--- src/sv/bfa_pkg.sv ---
// Shared definitions for the bitmap frame allocator.
// Field widths, register indexes, status codes and the word search result type.
// No dependencies.
`timescale 1ns / 1ps

package bfa_pkg;

  localparam int DEF_MAX_FRAMES  = 4096;
  localparam int DEF_FRAME_BYTES = 4096;

  localparam int WORD_BITS = 64;
  localparam int BIT_W     = 6;
  localparam int FC_W      = 13;
  localparam int ADDR_W    = 32;
  localparam int STATUS_W  = 2;
  localparam int CMD_W     = 1;
  localparam int CFG_IDX_W = 1;

  localparam logic [CFG_IDX_W-1:0] CFG_FRAME_COUNT  = 1'b0;
  localparam logic [CFG_IDX_W-1:0] CFG_BASE_ADDRESS = 1'b1;

  localparam logic [CMD_W-1:0] CMD_ALLOC = 1'b0;
  localparam logic [CMD_W-1:0] CMD_FREE  = 1'b1;

  localparam logic [STATUS_W-1:0] ST_OK    = 2'd0;
  localparam logic [STATUS_W-1:0] ST_NOMEM = 2'd1;
  localparam logic [STATUS_W-1:0] ST_RANGE = 2'd2;

  localparam logic [ADDR_W-1:0] ALL_ONES = '1;

  localparam logic [FC_W-1:0] FC_RESET = 13'd4096;

  typedef struct packed {
    logic             found;
    logic [BIT_W-1:0] bit_idx;
  } find_res_t;

endpackage

--- src/sv/bfa_find_free.sv ---
// Lowest free bit search over one 64-bit bitmap word.
// Depends on bfa_pkg for the result struct.
`timescale 1ns / 1ps

module bfa_find_free import bfa_pkg::*; (
  input  logic [WORD_BITS-1:0] word_i,
  input  logic [WORD_BITS-1:0] mask_i,
  output find_res_t            res_o
);

  logic [WORD_BITS-1:0] free_bits;
  logic [WORD_BITS-1:0] low_bit;

  always_comb begin
    free_bits     = ~word_i & mask_i;
    // isolate the lowest set bit, then encode the one-hot result
    low_bit       = free_bits & (~free_bits + {{(WORD_BITS-1){1'b0}}, 1'b1});
    res_o         = '0;
    res_o.found   = |free_bits;
    for (int j = 0; j < WORD_BITS; j++) begin
      if (low_bit[j]) begin
        res_o.bit_idx = res_o.bit_idx | BIT_W'(j);
      end
    end
  end

endmodule

--- config.mk ---
export PLATFORM = sky130hd
export DESIGN_NAME = bfa_find_free
export DESIGN_NICKNAME = d
export VERILOG_FILES = /design/src/sv/bfa_pkg.sv /design/src/sv/bfa_find_free.sv
export SDC_FILE = /design/constraint.sdc
export NUM_CORES = 1
export LEC_CHECK = 0
export BUFFER_PORTS_ARGS = -buffer_cell sky130_fd_sc_hd__buf_2
export CORE_MARGIN = 2
export CORE_UTILIZATION = 39
export DETAILED_ROUTE_END_ITERATION = 10
export PLACE_DENSITY_LB_ADDON = 0.25
export SYNTH_ARGS = -nofsm -noshare
export SYNTH_HDL_FRONTEND = slang
export SYNTH_SLANG_ARGS = --single-unit
--- constraint.sdc ---
create_clock -name vclk -period 6.7
set_input_delay 1.34 -clock vclk [all_inputs]
set_output_delay 1.34 -clock vclk [all_outputs]
set_load 0.01 [all_outputs]
---- After elaboration in Yosys (flattened, before gate mapping) ----
Cells that the tools add are included.
storage, ports and cells
  logic and storage cells ................. 69
  output and inout bits ................... 7
  input port bits ......................... 128
  register bits ........................... 0
cells by class
  add/sub/neg operators ................... 1
  bitwise logic cells ..................... 4
  muxes and demuxes ....................... 63
  reductions and logical operators ........ 1
operators with widths
  kind                     count
  $mux W6                  32
  $and A64 B64 Y64         2
  $not A64 Y64             2
  $mux W5                  16
  $add A64 B1 Y64 const B  1
  $reduce_or A64 Y1        1
  $mux W4                  8
  $mux W3                  4
  $mux W2                  2
  $mux W1                  1

---- Depth between registers and ports, before layout ----
  depth in word-level cells ............... 68
  mapped depth ............................ 8
  mapped depth without buffers ............ 7

---- Worst setup path after synthesis ----
No wires, ideal clock.
  path kind ............................... input -> output
  start ................................... input word_i[36]
  end ..................................... output res_o[2] (netlist bit)
  arrival time ............................ 2,879 ps
  required time ........................... 5,360 ps
  path slack .............................. 2,481 ps
  stages on the path ...................... 7
  buffers on the path ..................... 0
  cells stage by stage .................... nand2b_1 o2111ai_2 nor4_4 nand4_4 nor3_4 a211oi_1 nand4_1
RTL lines
  element             RTL line            source
  start: declaration  bfa_find_free.sv:6  input logic [WORD_BITS-1:0] word_i,
  end: declaration    bfa_find_free.sv:8  output find_res_t res_o

==> flow_metrics.env <==
export IMPL_status="finished, final reports clean"
export IMPL_hold_start="mask_i[63]"
export IMPL_path_class="primary input to output pin"
export IMPL_drc=0
export IMPL_crit_chain="buf_2 > nor2b_4 > nand4bb_4 > nor4_4 > nand3_1 > a41oi_1 > a211oi_1 > nand4_1 > buf_2"
export IMPL_arrival_ns=3.74
export IMPL_syn_cell_area_um2=1710
export IMPL_crit_buf_inv=2
export IMPL_period_share_pct=75.8
export IMPL_syn_nets=400
export IMPL_wl_per_cell_um=13.5
export IMPL_finalSetupViolations=0
export IMPL_grt_pass1_vias=2284
export IMPL_multi_input_area_um2=1670
export IMPL_finalWirelength_um=6170
export IMPL_hold_viol=0
export IMPL_power_density_nw_per_um2=51.9
export IMPL_layout_commonest_cell="buf_2"
export IMPL_vias=2516
export IMPL_layout_common_cells="135 x buf_2, 60 x nand2b_1, 25 x nand2_1"
export IMPL_ant_nets=0
export IMPL_grt_max_degree=15
export IMPL_design_area_um2=2430
export IMPL_synth_cell_type_count=43
export IMPL_rsz0062_at_grt="no"
export IMPL_ys_warn_count=0
export IMPL_whs_path_depth=4
export IMPL_first_pass_iters=4
export IMPL_seq_cells=0
export IMPL_place_hpwl_um=5480
export IMPL_grt_remaining_overflow=0
export IMPL_min_to="res_o[6]"
export IMPL_start_kind="primary input"
export IMPL_cts_resized=0
export IMPL_start_util_pct=39.7
export IMPL_fill_cells=448
export IMPL_ir_worst_vdd_mv=0.0294
export IMPL_critPathMaxStageDelay_ns=0.68
export IMPL_synthCells=272
export IMPL_grt_pass1_wl_um=9980
export IMPL_placedInstanceArea_um2=2430
export IMPL_clockBufferCount=0
export IMPL_slew_headroom_pct=52.6
export IMPL_power_uw=126
export IMPL_num_rows=24
export IMPL_io_buffers=135
export IMPL_power_leakage_uw=0.00112
export IMPL_area_delta_synth_final_pct=42.7
export IMPL_track_usage_pct=24.0
export IMPL_drv_slew=0
export IMPL_seq_area_frac_synth_pct=0
export IMPL_cp_required_ns=5.36
export IMPL_cts_setup_buffers=0
export IMPL_worst_path_max_delay_cell="nor4_4"
export IMPL_tightest_slew_ns=0.706
export IMPL_hp_class="primary input to output pin"
export IMPL_period_needed_ns=5.08
export IMPL_drive_above_1_share_pct=37.0
export IMPL_fmax_ghz=0.197
export IMPL_die_area_um2=4920
export IMPL_core_area_um2=4290
export IMPL_die_y_um=70.2
export IMPL_first_iter_violations=155
export IMPL_n_antenna_cell=0
export IMPL_cp_common_cell="buf_2"
export IMPL_cts_hold_buf=0
export IMPL_crit_family="simple AND/OR/NAND/NOR gates"
export IMPL_fin_setup_tns_ns=0
export IMPL_ios=135
export IMPL_post_drt_via_cell_ratio=5.51
export IMPL_finalNetCount=535
export IMPL_worstSetupEndpointType="output pin"
export IMPL_die_w_um=70.2
export IMPL_routabilityCongestion=0.933
export IMPL_ff_latch_area_um2=0
export IMPL_crit_fanout=14
export IMPL_max_cap_violations=0
export IMPL_utilization_pct=56.7
export IMPL_antenna_found_initial=0
export IMPL_avgSynthCellArea_um2=6.27
-- cell families after synthesis --
| group | synth area share [%] |
|---|---|
| AND/OR/NAND/NOR | 77.3 |
| AO/OA/AOI/OAI | 20.7 |
| buffers and inverters | 2.05 |
-- tightest hold or removal path, cell delays in order --
cell	delay [ns]
buf_2	0.08
nand2b_1	0.06
nand3b_1	0.08
buf_2	0.12
-- how the worst max path moves through the flow --
stage,from,endpoint,slack (ns),cells past startpoint
after floorplan,word_i[36],res_o[2],2.48,7
after global placement,mask_i[0],res_o[5],1.70,9
after detailed placement,mask_i[0],res_o[5],1.66,9
after CTS,mask_i[0],res_o[5],1.64,9
after global routing,word_i[4],res_o[3],1.40,9
final,mask_i[0],res_o[5],1.62,9
-- where the power goes --
group          total (µW)  switching, µW  internal, µW
Sequential              0              0             0
Combinational         126           65.9          60.5
Clock                   0              0             0
Total                 126           65.9          60.5
-- per-layer routing --
metal	up-vias	GRT usage [%]	part of all wire, %
met5	-	0	0
met4	0	1.50	0.34
met3	2	1.01	5.8
met2	94	44.8	49
met1	1126	31.9	45
li1	1294	-	-
-- cell usage after synthesis (2+ instances only) --
library cell  number  area [µm²]
a41oi_1            2        17.5
a21oi_1           12        60.1
nor2b_1           20         125
nor3_4             2        32.5
o21a_1             2        15.0
nor4b_1            3        26.3
nor2_1            20        75.1
nand2b_2           3        26.3
nand4_1           19         119
a211oi_1           4        30.0
o32ai_1            2        17.5
o31ai_1            2        15.0
nor3_1            18        90.1
nor4_4             3        63.8
a31oi_1            7        43.8
nand3_1           17        85.1
a21boi_0           3        22.5
nand3b_1           3        22.5
o21ai_0            8        40.0
nand2_1           25        93.8
nand2b_1          60         375
nor4_1             7        43.8
o211ai_1           3        22.5
o22ai_1            3        18.8
inv_1              6        22.5
-- cell type report --
cell class,instances,area share [%]
Tap cell,52,2.67
Inverter,6,0.925
Multi-Input combinational cell,264,68.7
Timing Repair Buffer,135,27.7
-- through the flow --
stage | hold slack (ns) | instances | worst slack [ns]
5_1_grt | 3.04 | 457 | 1.40
4_1_cts | 3.02 | 457 | 1.64
3_3_place_gp | 3.02 | 457 | 1.70
3_5_place_dp | 3.02 | 457 | 1.66
2_1_floorplan | 2.85 | 272 | 2.48
6_report | 3.03 | 457 | 1.62
Note: power is estimated with default switching activity, not from simulation.
